===== config.mk =====
export PLATFORM = sky130hd
export DESIGN_NAME = teletext_packet_line_decoder
export DESIGN_NICKNAME = d
export VERILOG_FILES = /design/src/ttx_pkg.sv /design/src/ttx_front.sv /design/src/ttx_queue.sv /design/src/ttx_back.sv /design/src/teletext_packet_line_decoder.sv
export SDC_FILE = /design/constraint.sdc
export NUM_CORES = 1
export LEC_CHECK = 0
export BUFFER_PORTS_ARGS = -buffer_cell sky130_fd_sc_hd__buf_2
export CAP_MARGIN = 25
export CORE_ASPECT_RATIO = 1.4
export CORE_UTILIZATION = 45
export CTS_BUF_LIST = sky130_fd_sc_hd__clkbuf_4 sky130_fd_sc_hd__clkbuf_8 sky130_fd_sc_hd__clkbuf_16
export DETAILED_ROUTE_END_ITERATION = 12
export PLACE_DENSITY = 0.57
export REMOVE_ABC_BUFFERS = 1
export SLEW_MARGIN = 0
export SYNTH_ARGS = -nofsm -noshare
export SYNTH_HDL_FRONTEND = slang
export SYNTH_SLANG_ARGS = --single-unit

===== constraint.sdc =====
create_clock -name clk -period 17.2 [get_ports clk]
set_input_delay 3.44 -clock clk [delete_from_list [all_inputs] [get_ports clk]]
set_output_delay 3.44 -clock clk [all_outputs]
set_load 0.02 [all_outputs]

===== src/ttx_pkg.sv =====
// Teletext line decoder package: shared constants, event and result types,
// and the Hamming 8/4 nibble table. No dependencies.
package ttx_pkg;

	// Transport packet and data unit geometry
	localparam logic [7:0] PKT_LEN   = 8'd188;
	localparam logic [7:0] TS_HDR    = 8'd4;
	localparam logic [5:0] UNIT_LEN  = 6'd46;
	localparam logic [5:0] UNIT_HDR  = 6'd4;
	localparam logic [5:0] LINE_LEN  = 6'd42;

	// Data unit ids that carry teletext
	localparam logic [7:0] UNIT_ID_NONSUB = 8'h02;
	localparam logic [7:0] UNIT_ID_SUB    = 8'h03;

	// Line byte indexes with a fixed meaning
	localparam logic [5:0] IDX_ADDR_LO  = 6'd0;
	localparam logic [5:0] IDX_ADDR_HI  = 6'd1;
	localparam logic [5:0] IDX_PAGE_LO  = 6'd2;
	localparam logic [5:0] IDX_PAGE_HI  = 6'd3;
	localparam logic [5:0] IDX_ERASE    = 6'd5;
	localparam logic [5:0] IDX_CONTROL  = 6'd9;
	localparam logic [5:0] COL_OFFSET   = 6'd2;

	localparam logic [4:0] ROW_HEADER   = 5'd0;
	localparam logic [4:0] ROW_LAST     = 5'd23;
	localparam logic [3:0] DIGIT_NONE   = 4'hf;
	localparam logic [9:0] PAGE_NONE    = 10'd0;

	typedef enum logic [1:0] {
		KIND_CHAR   = 2'd0,
		KIND_HEADER = 2'd1,
		KIND_CLOSE  = 2'd2
	} kind_t;

	// One line byte handed from front to back
	typedef struct packed {
		logic [5:0] idx;
		logic [7:0] code;
	} ttx_evt_t;

	// One result item
	typedef struct packed {
		kind_t      kind;
		logic [2:0] magazine;
		logic [4:0] row;
		logic [5:0] column;
		logic [6:0] character;
		logic [9:0] page_number;
		logic       erase_page;
		logic [2:0] language;
	} ttx_res_t;

	// Low nibble of the Hamming 8/4 decode, error marks ignored
	localparam logic [3:0] HAM84_NIB [256] = '{
		4'h1,4'hf,4'h1,4'h1,4'hf,4'h0,4'h1,4'hf,4'hf,4'h2,4'h1,4'hf,4'ha,4'hf,4'hf,4'h7,
		4'hf,4'h0,4'h1,4'hf,4'h0,4'h0,4'hf,4'h0,4'h6,4'hf,4'hf,4'hb,4'hf,4'h0,4'h3,4'hf,
		4'hf,4'hc,4'h1,4'hf,4'h4,4'hf,4'hf,4'h7,4'h6,4'hf,4'hf,4'h7,4'hf,4'h7,4'h7,4'h7,
		4'h6,4'hf,4'hf,4'h5,4'hf,4'h0,4'hd,4'hf,4'h6,4'h6,4'h6,4'hf,4'h6,4'hf,4'hf,4'h7,
		4'hf,4'h2,4'h1,4'hf,4'h4,4'hf,4'hf,4'h9,4'h2,4'h2,4'hf,4'h2,4'hf,4'h2,4'h3,4'hf,
		4'h8,4'hf,4'hf,4'h5,4'hf,4'h0,4'h3,4'hf,4'hf,4'h2,4'h3,4'hf,4'h3,4'hf,4'h3,4'h3,
		4'h4,4'hf,4'hf,4'h5,4'h4,4'h4,4'h4,4'hf,4'hf,4'h2,4'hf,4'hf,4'h4,4'hf,4'hf,4'h7,
		4'hf,4'h5,4'h5,4'h5,4'h4,4'hf,4'hf,4'h5,4'h6,4'hf,4'hf,4'h5,4'hf,4'he,4'h3,4'hf,
		4'hf,4'hc,4'h1,4'hf,4'ha,4'hf,4'hf,4'h9,4'ha,4'hf,4'hf,4'hb,4'ha,4'ha,4'ha,4'hf,
		4'h8,4'hf,4'hf,4'hb,4'hf,4'h0,4'hd,4'hf,4'hf,4'hb,4'hb,4'hb,4'ha,4'hf,4'hf,4'hb,
		4'hc,4'hc,4'hf,4'hc,4'hf,4'hc,4'hd,4'hf,4'hf,4'hc,4'hf,4'hf,4'ha,4'hf,4'hf,4'h7,
		4'hf,4'hc,4'hd,4'hf,4'hd,4'hf,4'hd,4'hd,4'h6,4'hf,4'hf,4'hb,4'hf,4'he,4'hd,4'hf,
		4'h8,4'hf,4'hf,4'h9,4'hf,4'h9,4'h9,4'h9,4'hf,4'h2,4'hf,4'hf,4'ha,4'hf,4'hf,4'h9,
		4'h8,4'h8,4'h8,4'hf,4'h8,4'hf,4'hf,4'h9,4'h8,4'hf,4'hf,4'hb,4'hf,4'he,4'h3,4'hf,
		4'hf,4'hc,4'hf,4'hf,4'h4,4'hf,4'hf,4'h9,4'hf,4'hf,4'hf,4'hf,4'hf,4'he,4'hf,4'hf,
		4'h8,4'hf,4'hf,4'h5,4'hf,4'he,4'hd,4'hf,4'hf,4'he,4'hf,4'hf,4'he,4'he,4'hf,4'he
	};

endpackage


===== src/ttx_front.sv =====
// Front end: tracks the byte position in a transport packet and the offset in
// its data units, and forwards bit-reversed line bytes of teletext units.
// Depends on ttx_pkg.
module ttx_front import ttx_pkg::*; (
	input  logic       clk,
	input  logic       arst_n,
	input  logic       in_valid,
	input  logic [7:0] data_byte,
	input  logic       packet_start,
	input  logic       q_full,
	output logic       in_ready,
	output logic       push,
	output ttx_evt_t   push_evt
);

	logic [7:0] pos_q;
	logic [5:0] off_q;
	logic       unit_ok_q;
	logic [7:0] pos_eff;
	logic       accept;
	logic       active;
	logic       in_unit;
	logic [7:0] code_rev;

	// Take a beat whenever the queue has room
	assign in_ready = !q_full;
	assign accept   = in_valid && in_ready;
	assign pos_eff  = packet_start ? 8'd0 : pos_q;
	assign active   = pos_eff < PKT_LEN;
	assign in_unit  = pos_eff >= TS_HDR;

	// Teletext bits arrive least significant first: reverse the byte
	always_comb begin
		for (int i = 0; i < 8; i++) begin
			code_rev[i] = data_byte[7 - i];
		end
	end

	// Forward line bytes of accepted units only
	assign push          = accept && active && in_unit && unit_ok_q && (off_q >= UNIT_HDR);
	assign push_evt.idx  = off_q - UNIT_HDR;
	assign push_evt.code = code_rev;

	// Advance position, unit offset and unit id check
	always_ff @(posedge clk or negedge arst_n) begin
		if (!arst_n) begin
			pos_q     <= PKT_LEN;
			off_q     <= '0;
			unit_ok_q <= 1'b0;
		end else if (accept && active) begin
			pos_q <= pos_eff + 8'd1;
			if (pos_eff == TS_HDR - 8'd1) begin
				off_q <= '0;
			end else if (in_unit) begin
				off_q <= (off_q == UNIT_LEN - 6'd1) ? 6'd0 : off_q + 6'd1;
				if (off_q == 6'd0) begin
					unit_ok_q <= (data_byte == UNIT_ID_NONSUB) || (data_byte == UNIT_ID_SUB);
				end
			end
		end
	end

endmodule


===== src/ttx_queue.sv =====
// Short queue of line bytes between front and back end.
// Depends on ttx_pkg.
module ttx_queue import ttx_pkg::*; #(
	parameter int DEPTH = 4
) (
	input  logic     clk,
	input  logic     arst_n,
	input  logic     push,
	input  ttx_evt_t push_evt,
	input  logic     pop,
	output ttx_evt_t head_evt,
	output logic     full,
	output logic     empty
);

	localparam int PW = (DEPTH > 1) ? $clog2(DEPTH) : 1;
	localparam int CW = $clog2(DEPTH + 1);

	ttx_evt_t      mem_q [DEPTH];
	logic [PW-1:0] wr_q;
	logic [PW-1:0] rd_q;
	logic [CW-1:0] cnt_q;

	assign full     = cnt_q == CW'(DEPTH);
	assign empty    = cnt_q == '0;
	assign head_evt = mem_q[rd_q];

	// Store the pushed beat
	always_ff @(posedge clk) begin
		if (push) begin
			mem_q[wr_q] <= push_evt;
		end
	end

	// Advance pointers and fill count
	always_ff @(posedge clk or negedge arst_n) begin
		if (!arst_n) begin
			wr_q  <= '0;
			rd_q  <= '0;
			cnt_q <= '0;
		end else begin
			if (push) begin
				wr_q <= (wr_q == PW'(DEPTH - 1)) ? '0 : wr_q + PW'(1);
			end
			if (pop) begin
				rd_q <= (rd_q == PW'(DEPTH - 1)) ? '0 : rd_q + PW'(1);
			end
			if (push && !pop) begin
				cnt_q <= cnt_q + CW'(1);
			end else if (pop && !push) begin
				cnt_q <= cnt_q - CW'(1);
			end
		end
	end

	a_no_overflow: assert property (@(posedge clk) disable iff (!arst_n)
		push |-> !full) else $error("queue push while full");
	a_no_underflow: assert property (@(posedge clk) disable iff (!arst_n)
		pop |-> !empty) else $error("queue pop while empty");
	a_count_range: assert property (@(posedge clk) disable iff (!arst_n)
		cnt_q <= CW'(DEPTH)) else $error("queue count out of range");

endmodule


===== src/ttx_back.sv =====
// Back end: decodes line address, page header and character bytes, keeps the
// open page of each magazine and drives the registered result.
// Depends on ttx_pkg.
module ttx_back import ttx_pkg::*; (
	input  logic     clk,
	input  logic     arst_n,
	input  logic     head_valid,
	input  ttx_evt_t head_evt,
	output logic     pop,
	output logic     out_valid,
	input  logic     out_ready,
	output ttx_res_t res
);

	logic [3:0] pend_q;
	logic [2:0] mag_q;
	logic [4:0] row_q;
	logic       hdr_valid_q;
	logic       hdr_erase_q;
	logic [9:0] page_q [8];
	logic       out_valid_q;
	ttx_res_t   res_q;

	logic [3:0] nib;
	logic [2:0] mag_new;
	logic [4:0] row_new;
	logic [2:0] page_addr;
	logic [9:0] page_rd;
	logic [3:0] mag_hundreds;
	logic [9:0] page_new;
	logic       is_addr;

	logic       emit;
	ttx_res_t   emit_res;
	logic [3:0] pend_d;
	logic [2:0] mag_d;
	logic [4:0] row_d;
	logic       hdr_valid_d;
	logic       hdr_erase_d;
	logic       page_we;
	logic [9:0] page_wd;

	// Take the next line byte when the result register is free or draining
	assign pop       = head_valid && (!out_valid_q || out_ready);
	assign out_valid = out_valid_q;
	assign res       = res_q;

	assign nib       = HAM84_NIB[head_evt.code];
	assign mag_new   = pend_q[2:0];
	assign row_new   = {nib, pend_q[3]};
	assign is_addr   = head_evt.idx == IDX_ADDR_HI;
	assign page_addr = is_addr ? mag_new : mag_q;
	assign page_rd   = page_q[page_addr];

	// Page number: magazine (0 reads as 8) hundreds, then tens and units digits
	assign mag_hundreds = (mag_q == 3'd0) ? 4'd8 : {1'b0, mag_q};
	assign page_new     = 10'(mag_hundreds * 10'd100) + 10'(nib * 10'd10) + 10'(pend_q);

	// Decode one line byte
	always_comb begin
		emit        = 1'b0;
		emit_res    = '0;
		pend_d      = pend_q;
		mag_d       = mag_q;
		row_d       = row_q;
		hdr_valid_d = hdr_valid_q;
		hdr_erase_d = hdr_erase_q;
		page_we     = 1'b0;
		page_wd     = PAGE_NONE;
		emit_res.magazine = mag_q;
		if (head_evt.idx == IDX_ADDR_LO) begin
			pend_d = nib;
		end else if (is_addr) begin
			mag_d             = mag_new;
			row_d             = row_new;
			hdr_valid_d       = 1'b0;
			emit_res.magazine = mag_new;
			// Close the magazine's open page on a new header row
			if (row_new == ROW_HEADER && page_rd != PAGE_NONE) begin
				emit                 = 1'b1;
				emit_res.kind        = KIND_CLOSE;
				emit_res.page_number = page_rd;
				page_we              = 1'b1;
			end
		end else if (row_q == ROW_HEADER) begin
			priority if (head_evt.idx == IDX_PAGE_LO) begin
				pend_d = nib;
			end else if (head_evt.idx == IDX_PAGE_HI) begin
				if (nib == DIGIT_NONE && pend_q == DIGIT_NONE) begin
					hdr_valid_d = 1'b0;
				end else begin
					page_we     = 1'b1;
					page_wd     = page_new;
					hdr_valid_d = 1'b1;
					hdr_erase_d = 1'b0;
				end
			end else if (head_evt.idx == IDX_ERASE) begin
				hdr_erase_d = nib[3];
			end else if (head_evt.idx == IDX_CONTROL && hdr_valid_q) begin
				emit                 = 1'b1;
				emit_res.kind        = KIND_HEADER;
				emit_res.page_number = page_rd;
				emit_res.erase_page  = hdr_erase_q;
				emit_res.language    = nib[3:1];
				hdr_valid_d          = 1'b0;
			end else begin
				hdr_valid_d = hdr_valid_q;
			end
		end else if (row_q <= ROW_LAST) begin
			emit               = 1'b1;
			emit_res.kind      = KIND_CHAR;
			emit_res.row       = row_q;
			emit_res.column    = head_evt.idx - COL_OFFSET;
			emit_res.character = head_evt.code[6:0];
		end
	end

	// Hold line state and open pages
	always_ff @(posedge clk or negedge arst_n) begin
		if (!arst_n) begin
			pend_q      <= '0;
			mag_q       <= '0;
			row_q       <= '0;
			hdr_valid_q <= 1'b0;
			hdr_erase_q <= 1'b0;
			out_valid_q <= 1'b0;
			for (int i = 0; i < 8; i++) begin
				page_q[i] <= PAGE_NONE;
			end
		end else begin
			if (pop) begin
				pend_q      <= pend_d;
				mag_q       <= mag_d;
				row_q       <= row_d;
				hdr_valid_q <= hdr_valid_d;
				hdr_erase_q <= hdr_erase_d;
				if (page_we) begin
					page_q[page_addr] <= page_wd;
				end
				out_valid_q <= emit;
			end else if (out_ready) begin
				out_valid_q <= 1'b0;
			end
		end
	end

	// Load the result register
	always_ff @(posedge clk) begin
		if (pop && emit) begin
			res_q <= emit_res;
		end
	end

	a_char_in_range: assert property (@(posedge clk) disable iff (!arst_n)
		(out_valid_q && res_q.kind == KIND_CHAR) |->
		(res_q.row != 5'd0 && res_q.row <= ROW_LAST && res_q.column < 6'd40))
		else $error("character write outside page");
	a_page_open: assert property (@(posedge clk) disable iff (!arst_n)
		(out_valid_q && res_q.kind != KIND_CHAR) |-> (res_q.page_number >= 10'd100))
		else $error("header or close without a valid page");
	a_hold_stall: assert property (@(posedge clk) disable iff (!arst_n)
		(out_valid_q && !out_ready) |=> (out_valid_q && $stable(res_q)))
		else $error("result changed while stalled");

endmodule


===== src/teletext_packet_line_decoder.sv =====
// Teletext packet line decoder
// Input channel (in_valid/in_ready): one transport packet byte per beat, with
// packet_start high on byte 0 of each 188-byte packet. Output channel
// (out_valid/out_ready): character writes, page headers and page closes.
// Path: an accepted byte is registered in the byte queue, and a result it
// causes is registered in the result register that drives out_valid.
// Throughput: one byte per cycle while no receiver stall fills the queue;
// front end, byte queue and back end each handle one byte per cycle.
// Reset: no page is open in any magazine and the decoder ignores bytes until
// a packet_start beat arrives.
// Receiver stall: the result register holds, the back end stops, the byte
// queue (QUEUE_DEPTH entries) fills, and in_ready drops once it is full.
// Depends on ttx_pkg, ttx_front, ttx_queue and ttx_back.
module teletext_packet_line_decoder import ttx_pkg::*; #(
	parameter int QUEUE_DEPTH = 4
) (
	input  logic       clk,
	input  logic       arst_n,
	input  logic       in_valid,
	output logic       in_ready,
	input  logic [7:0] data_byte,
	input  logic       packet_start,
	output logic       out_valid,
	input  logic       out_ready,
	output logic [1:0] kind,
	output logic [2:0] magazine,
	output logic [4:0] row,
	output logic [5:0] column,
	output logic [6:0] character,
	output logic [9:0] page_number,
	output logic       erase_page,
	output logic [2:0] language
);

	logic     push;
	ttx_evt_t push_evt;
	logic     q_full;
	logic     q_empty;
	logic     pop;
	ttx_evt_t head_evt;
	ttx_res_t res;

	// Classify bytes
	ttx_front u_front (
		.clk          (clk),
		.arst_n       (arst_n),
		.in_valid     (in_valid),
		.data_byte    (data_byte),
		.packet_start (packet_start),
		.q_full       (q_full),
		.in_ready     (in_ready),
		.push         (push),
		.push_evt     (push_evt)
	);

	// Buffer line bytes
	ttx_queue #(
		.DEPTH (QUEUE_DEPTH)
	) u_queue (
		.clk      (clk),
		.arst_n   (arst_n),
		.push     (push),
		.push_evt (push_evt),
		.pop      (pop),
		.head_evt (head_evt),
		.full     (q_full),
		.empty    (q_empty)
	);

	// Decode lines
	ttx_back u_back (
		.clk        (clk),
		.arst_n     (arst_n),
		.head_valid (!q_empty),
		.head_evt   (head_evt),
		.pop        (pop),
		.out_valid  (out_valid),
		.out_ready  (out_ready),
		.res        (res)
	);

	assign kind        = res.kind;
	assign magazine    = res.magazine;
	assign row         = res.row;
	assign column      = res.column;
	assign character   = res.character;
	assign page_number = res.page_number;
	assign erase_page  = res.erase_page;
	assign language    = res.language;

endmodule


==> results of run 1 <==
-- synthesized netlist by cell type, drive strengths merged (5+ instances only) --
cell type / number / area share
a211oi: 5 / 0.0031
nor3: 18 / 0.0073
nand2: 88 / 0.027
and2: 22 / 0.011
a311oi: 5 / 0.0036
or2: 8 / 0.0041
o21bai: 5 / 0.0031
a32o: 5 / 0.0041
xnor2: 12 / 0.0085
edfxtp: 93 / 0.23
xor2: 12 / 0.0085
o31ai: 9 / 0.0066
o32ai: 9 / 0.019
fa: 6 / 0.0098
a221oi: 13 / 0.0098
a32oi: 5 / 0.0036
nor2b: 15 / 0.0076
and3: 8 / 0.0041
nand2b: 10 / 0.0051
mux2: 96 / 0.088
dfstp: 5 / 0.011
ha: 42 / 0.043
dfrtp: 112 / 0.23
nand4: 7 / 0.0048
or3: 6 / 0.0031
o22ai: 8 / 0.0046
inv: 46 / 0.014
mux2i: 29 / 0.024
o21ai: 56 / 0.023
a22oi: 11 / 0.0071
nor2: 85 / 0.027
a2bb2oi: 5 / 0.0055
mux4: 19 / 0.035
nand3: 26 / 0.011
clkbuf: 28 / 0.0085
a21oi: 38 / 0.016
nor4: 5 / 0.0048
buf: 31 / 0.016
-- worst max path at each step --
stage,to,slack (ns)
2_1_floorplan,u_back.res[0],10.64
4_1_cts,u_back.page_q[9],10.38
6_report,u_back.page_q[9],10.35
3_5_place_dp,u_back.page_q[9],10.47
3_3_place_gp,u_back.page_q[29],10.63
5_1_grt,u_back.page_q[59],9.92
-- flip-flops by register name (all words and copies together) (netlist names) --
name                flops
u_back.out_valid        1
u_back.hdr_erase_q      1
u_queue.mem_q          56
u_back.page_q          80
u_queue.wr_q            2
u_front.unit_ok_q       1
u_back.pend_q           4
u_queue.cnt_q           3
u_front.off_q           6
u_back.res             37
u_back.mag_q            3
u_back.hdr_valid_q      1
u_queue.rd_q            2
u_back.row_q            5
u_front.pos_q           8
-- routing by layer --
layer / wire length [microns] / part of all wire / up-vias / GRT usage
met5: 0 / 0 / - / 0
met4: 1460 / 0.044 / 0 / 0.102
met3: 1520 / 0.046 / 89 / 0.0318
met2: 17100 / 0.52 / 306 / 0.438
met1: 13000 / 0.39 / 4419 / 0.290
li1: - / - / 4073 / -
-- power by group through the flow --
stage / clock [mW] / sequential (mW) / combinational, mW
after floorplan: 0 / 0.578 / 0.695
after global placement: 0 / 0.564 / 0.942
after detailed placement: 0 / 0.565 / 0.947
after CTS: 0.454 / 0.555 / 0.961
after global routing: 0.474 / 0.557 / 1.07
final: 0.444 / 0.554 / 0.975
-- kinds of logic (layout without fill, tap and decap cells) --
family	count (synthesis)	in the layout	share of synthesized area
and+or+nand+nor	310	310	0.126
AOI/OAI and AO/OA	235	235	0.153
DFF	210	210	0.466
muxes	144	144	0.146
buffers and inverters	105	145	0.0390
adders and majority gates	48	48	0.0525
xor gates and xnor gates	24	24	0.0171
other	1	1	0.000305
-- critical path: cells and delay by family (launching register included) --
family          cells  cell delay (ns)
compound gates      7             1.11
xor+xnor            1             0.09
fa+ha+maj           6             2.02
buf+inv             5             0.95
flops               1             0.47
mux                 2             0.89
simple gates        3             1.24
-- per-stage QoR --
step / setup WS [ns] / area (sq um) / hold WS, ns
2_1_floorplan: 10.64 / 12000 / 0.441
3_3_place_gp: 10.63 / 12800 / 0.466
3_5_place_dp: 10.47 / 12800 / 0.472
4_1_cts: 10.38 / 13500 / 0.486
5_1_grt: 9.92 / 13500 / 0.516
6_report: 10.35 / 13500 / 0.485
-- cell type report --
type                    count  area (sq um)  area share
clock inverters            11          68.8     0.00511
multi-input cells         762          6100       0.453
clock buffers              27           588      0.0437
well taps                 365           457      0.0339
flip-flops and latches    210          5730       0.425
repair buffers             61           345      0.0257
inverters                  46           173      0.0128
==> results.toml, run 1 <==
[final_layout]
final_cell_mix = "dfrtp_1 (112), mux2_2 (94), edfxtp_1 (93)"
layout_commonest_cell = "dfrtp_1"
area_growth_syn_to_layout_pct = 9.46
utilization = 0.502
finalNonFillerCells = 1482
fillerInstances = 2447
nNetsFinal = 1164
antenna_cells = 0
drive_gt1_frac = 0.226

[cts]
clk_path_buf_depth = 3
cts_setup_buffers = 0
cts_tree = "yes"
clkLatencyLatePin_ns = 0.52
cts.sinks = 210
postCtsHoldBufs = 0
cts.htree.levels = 1
cts_resized = 0
cts_buffers = 22
clk_pin_slew_worst_paths_ns = 0.06
cts_root_buf = "clkbuf_16"

[yosys]
avgSynthCellArea_sq_um = 11.4
syn_area_sq_um = 12300
yosysWarnings = 0
synthArstFlopShare = 0.557
seq_area_frac_synth = 0.466
synth_seq_cells = 210
synth_edf_count = 93
synthFlopType = "dfrtp_1"
yosysUniqueCellTypes = 98
syn_inst = 1077

[grt]
grt_first_pass_wirelength_microns = 52000
grt_max_degree = 62
grt_usage = 0.243
antenna_found_initial = 0
grt_overflow = 0
grt_pass1_vias = 8690

[power]
sequentialPowerShare = 0.281
p_leak_nw = 5.30
power_mw = 1.97
power.share.clock = 0.225
p_per_area_nw_per_um2 = 147
swShare = 0.417
max-vdd-ir-drop_mv = 0.114
power.internal_mw = 1.15
comb_power_share = 0.494
power_switching_uw = 823

[timing]
min_period_ns = 6.85
setup_viol = 0
worst_pin_slew_ns = 0.976
rsz0062_at_grt = "no"
fin_crit_sh = 0.398
final_max_slew_viol_count = 0
skew_ns = 0.0198
tns_ns = 0
hold_viol = 0
max_freq_ghz = 0.146
slew_headroom = 0.350

[worst_setup_path]
r2r-end = "u_back.page_q[9]"
path_class = "flop to flop"
critPathSlowestCell = "mux4_2"
crit_arrival_ns = 7.30
required_ns = 17.65
cp_max_fo = 24
cp_slowest_stage_delay_ns = 0.63
rr_worst_depth = 24
start_kind = "flop"
cp_common_cell = "ha_1"
endpoint_kind = "flop"
cp-startpoint = "u_queue.rd_q[0]"
crit_chain = "buf_4, mux4_2, inv_1, ha_1, inv_1, or3_1, a21oi_1, o31ai_1, o21a_1, nand2_1, inv_1, ha_1, ha_1, fa_1, ha_1, ha_1, inv_1, o21bai_1, a21oi_1, o21bai_1, a21oi_1, xor2_1, nor2_1, mux2_2"
rrSetupSlack_ns = 10.35
r2r-start = "u_queue.rd_q[0]"

[route]
viasPerCell = 6.00
first_iter_violations = 790
avgRoutedWirePerCell_microns = 22.3
wl_microns = 33100
route.detailed.drc = 0
drt_pass1_iterations = 6
drtAntennaViolNets = 0
vias = 8887

[placed_design]
gp_congestion = 0.927
dp_hpwl_microns = 23200
placed_cells = 1444
port_buffers = 51

[worst_hold_path]
whs_endpoint = "u_front.unit_ok_q"
holdCritStartpoint = "u_front.unit_ok_q"
hold_class = "flop to flop"
min_delay_path_depth = 2

[floorplanning]
dieArea_sq_um = 28000
placeableCoreArea_sq_um = 26800
start_util = 0.458
num_rows = 71
die_w_microns = 142
die_h_microns = 198
io_pins = 52

[run]
drv_cap = 0

[run_status]
outcome = "complete, no violations"
Power figures use the tool's default switching activity.
==> run 2, diff against run 1 <==
--- a/config.mk
+++ b/config.mk
@@ -11,7 +11,7 @@
 export CORE_UTILIZATION = 45
 export CTS_BUF_LIST = sky130_fd_sc_hd__clkbuf_4 sky130_fd_sc_hd__clkbuf_8 sky130_fd_sc_hd__clkbuf_16
 export DETAILED_ROUTE_END_ITERATION = 12
-export PLACE_DENSITY = 0.57
+export PLACE_DENSITY = 0.6
 export REMOVE_ABC_BUFFERS = 1
 export SLEW_MARGIN = 0
 export SYNTH_ARGS = -nofsm -noshare
==> constraint.sdc (replaced) <==
create_clock -name clk -period 6.03 [get_ports clk]
set_input_delay 1.206 -clock clk [delete_from_list [all_inputs] [get_ports clk]]
set_output_delay 1.206 -clock clk [all_outputs]
set_load 0.02 [all_outputs]
==> run 2 against run 1 <==
Wire length increased by 4.4%. Sequential share of layout area is 1.3 points lower. Design area rose by 3.3%. Clock skew shrank 0.0095 ns.
==> results.toml, run 2 (synthesis gave the netlist of run 1 again) <==
[route]
drt_pass1_iterations = 8
vias = 9109
avgRoutedWirePerCell_microns = 22.6
viasPerCell = 5.96
route.detailed.drc = 0
wl_microns = 34500
drtAntennaViolNets = 0
first_iter_violations = 590

[final_layout]
nNetsFinal = 1209
fillerInstances = 2395
antenna_cells = 0
design_area_sq_um = 13900
largest_reg_flops = 80
layout_commonest_cell = "dfrtp_1"
drive_gt1_frac = 0.261
final_cell_mix = "dfrtp_1 (110), mux2_2 (94), edfxtp_1 (93)"
top_register = "u_back.page_q"
area_growth_syn_to_layout_pct = 13.1

[timing]
worst_pin_slew_ns = 0.943
slew_headroom = 0.371
min_period_ns = 5.73
setup_viol = 0
final_max_slew_viol_count = 0
hold_viol = 0
skew_ns = 0.0103
max_freq_ghz = 0.175
rsz0062_at_grt = "no"
fin_crit_sh = 0.950

[cts]
cts.htree.levels = 1
clkLatencyLatePin_ns = 0.51
cts.sinks = 210
cts_root_buf = "clkbuf_16"
clk_path_buf_depth = 3
clk_pin_slew_worst_paths_ns = 0.06
cts_buffers = 22
cts_tree = "yes"

[placed_design]
dp_hpwl_microns = 24800
placed_cell_area_sq_um = 13100
gp_congestion = 0.926
port_buffers = 51

[run]
drv_cap = 0

[worst_hold_path]
hold_class = "flop to flop"
holdCritStartpoint = "u_front.unit_ok_q"
whs_endpoint = "u_front.unit_ok_q"
min_delay_path_depth = 2

[worst_setup_path]
rrSetupSlack_ns = 0.30
rr_worst_depth = 23
endpoint_kind = "flop"
crit_arrival_ns = 6.12
r2r-end = "u_back.page_q[29]"
required_ns = 6.42
r2r-start = "u_queue.rd_q[0]"
cp_max_fo = 8
start_kind = "flop"
path_class = "flop to flop"

[floorplanning]
dieArea_sq_um = 28000
start_util = 0.458
num_rows = 71
io_pins = 52
die_w_microns = 142
placeableCoreArea_sq_um = 26800
die_h_microns = 198

[grt]
grt_pass1_vias = 8978
grt_max_degree = 64
grt_first_pass_wirelength_microns = 53700
antenna_found_initial = 0
grt_usage = 0.253
grt_overflow = 0

[power]
power.internal_mw = 3.57
comb_power_share = 0.503
p_leak_nw = 5.55
sequentialPowerShare = 0.268
max-vdd-ir-drop_mv = 0.368
swShare = 0.400
power_switching_mw = 2.38
p_per_area_nw_per_um2 = 428
power.share.clock = 0.229
power_mw = 5.95

[run_status]
outcome = "complete, no violations"
-- run 2: cell types whose count changed in the layout (fill, tap and decap cells not counted), sizes merged --
cell	delta
bufinv	+1
buf	+45
clkbuf	+4
inv	-1
clkinv	-4
clkinvlp	+1
-- run 2: cell type report --
cell class,count,area (sq um),area share
Inverter,46,173,0.0124
Multi-Input combinational cell,762,6120,0.440
Clock inverter,8,66.3,0.00477
Clock buffer,31,666,0.0479
Sequential cell,210,5730,0.412
Timing Repair Buffer,106,696,0.0500
Tap cell,365,457,0.0328
-- run 2: worst max-delay path by stage --
stage,startpoint,to,slack (ns),cells past startpoint
after floorplan,u_queue.rd_q[0],u_back.res[0],-0.53,11
after global placement,u_queue.rd_q[0],u_back.page_q[9],0.31,23
after detailed placement,u_queue.rd_q[1],u_back.page_q[29],0.26,21
after CTS,u_queue.rd_q[1],u_back.page_q[29],0.22,21
after global routing,u_queue.rd_q[0],u_back.page_q[29],0.04,24
final,u_queue.rd_q[0],u_back.page_q[29],0.30,23
-- run 2: critical path, stage by stage (launching register included) --
cell and delay [ns]:
dfrtp_2 0.44, mux4_2 0.60, inv_1 0.18, ha_1 0.31, mux2i_1 0.31, a221oi_1 0.14
a311oi_1 0.33, buf_4 0.19, o21bai_1 0.11, a2bb2oi_4 0.17, ha_1 0.30, ha_1 0.24
fa_1 0.45, ha_1 0.31, ha_1 0.28, inv_1 0.10, o21bai_1 0.10, a21oi_2 0.16
o21bai_1 0.07, a21oi_1 0.18, xor2_1 0.16, nor2_1 0.06, buf_4 0.16, mux2_2 0.27
-- run 2: power by group through the flow --
stage / Combinational [mW] / Sequential, mW / Clock (mW)
after detailed placement: 2.91 / 1.62 / 0
after global placement: 2.90 / 1.62 / 0
after floorplan: 1.98 / 1.65 / 0
after global routing: 3.32 / 1.60 / 1.44
after CTS: 2.93 / 1.59 / 1.40
final: 2.99 / 1.59 / 1.36
-- run 2: what timing repair did --
action | 4_1_cts | 5_1_grt
setup endpoints to repair | 0 | 24
setup buffers | 0 | 1
hold buffers | 0 | 0
resized for setup | 0 | 7
-- run 2: routing by layer --
layer | global-route usage | routed length [microns]
met2 | 0.446 | 17500
met3 | 0.0378 | 1700
met4 | 0.148 | 2060
met5 | 0 | 0
met1 | 0.291 | 13200
-- run 2: per-stage QoR --
stage / cells / hold slack (ns) / utilization / setup slack (ns) / TNS (ns)
floorplan: 1018 / 0.441 / - / -0.533 / -33.69
global placement: 1488 / 0.462 / 0.490 / 0.315 / 0
detailed placement: 1488 / 0.482 / 0.490 / 0.263 / 0
CTS: 1527 / 0.498 / 0.517 / 0.223 / 0
global route: 1528 / 0.517 / 0.518 / 0.0414 / 0
finish: 1528 / 0.485 / 0.518 / 0.300 / 0
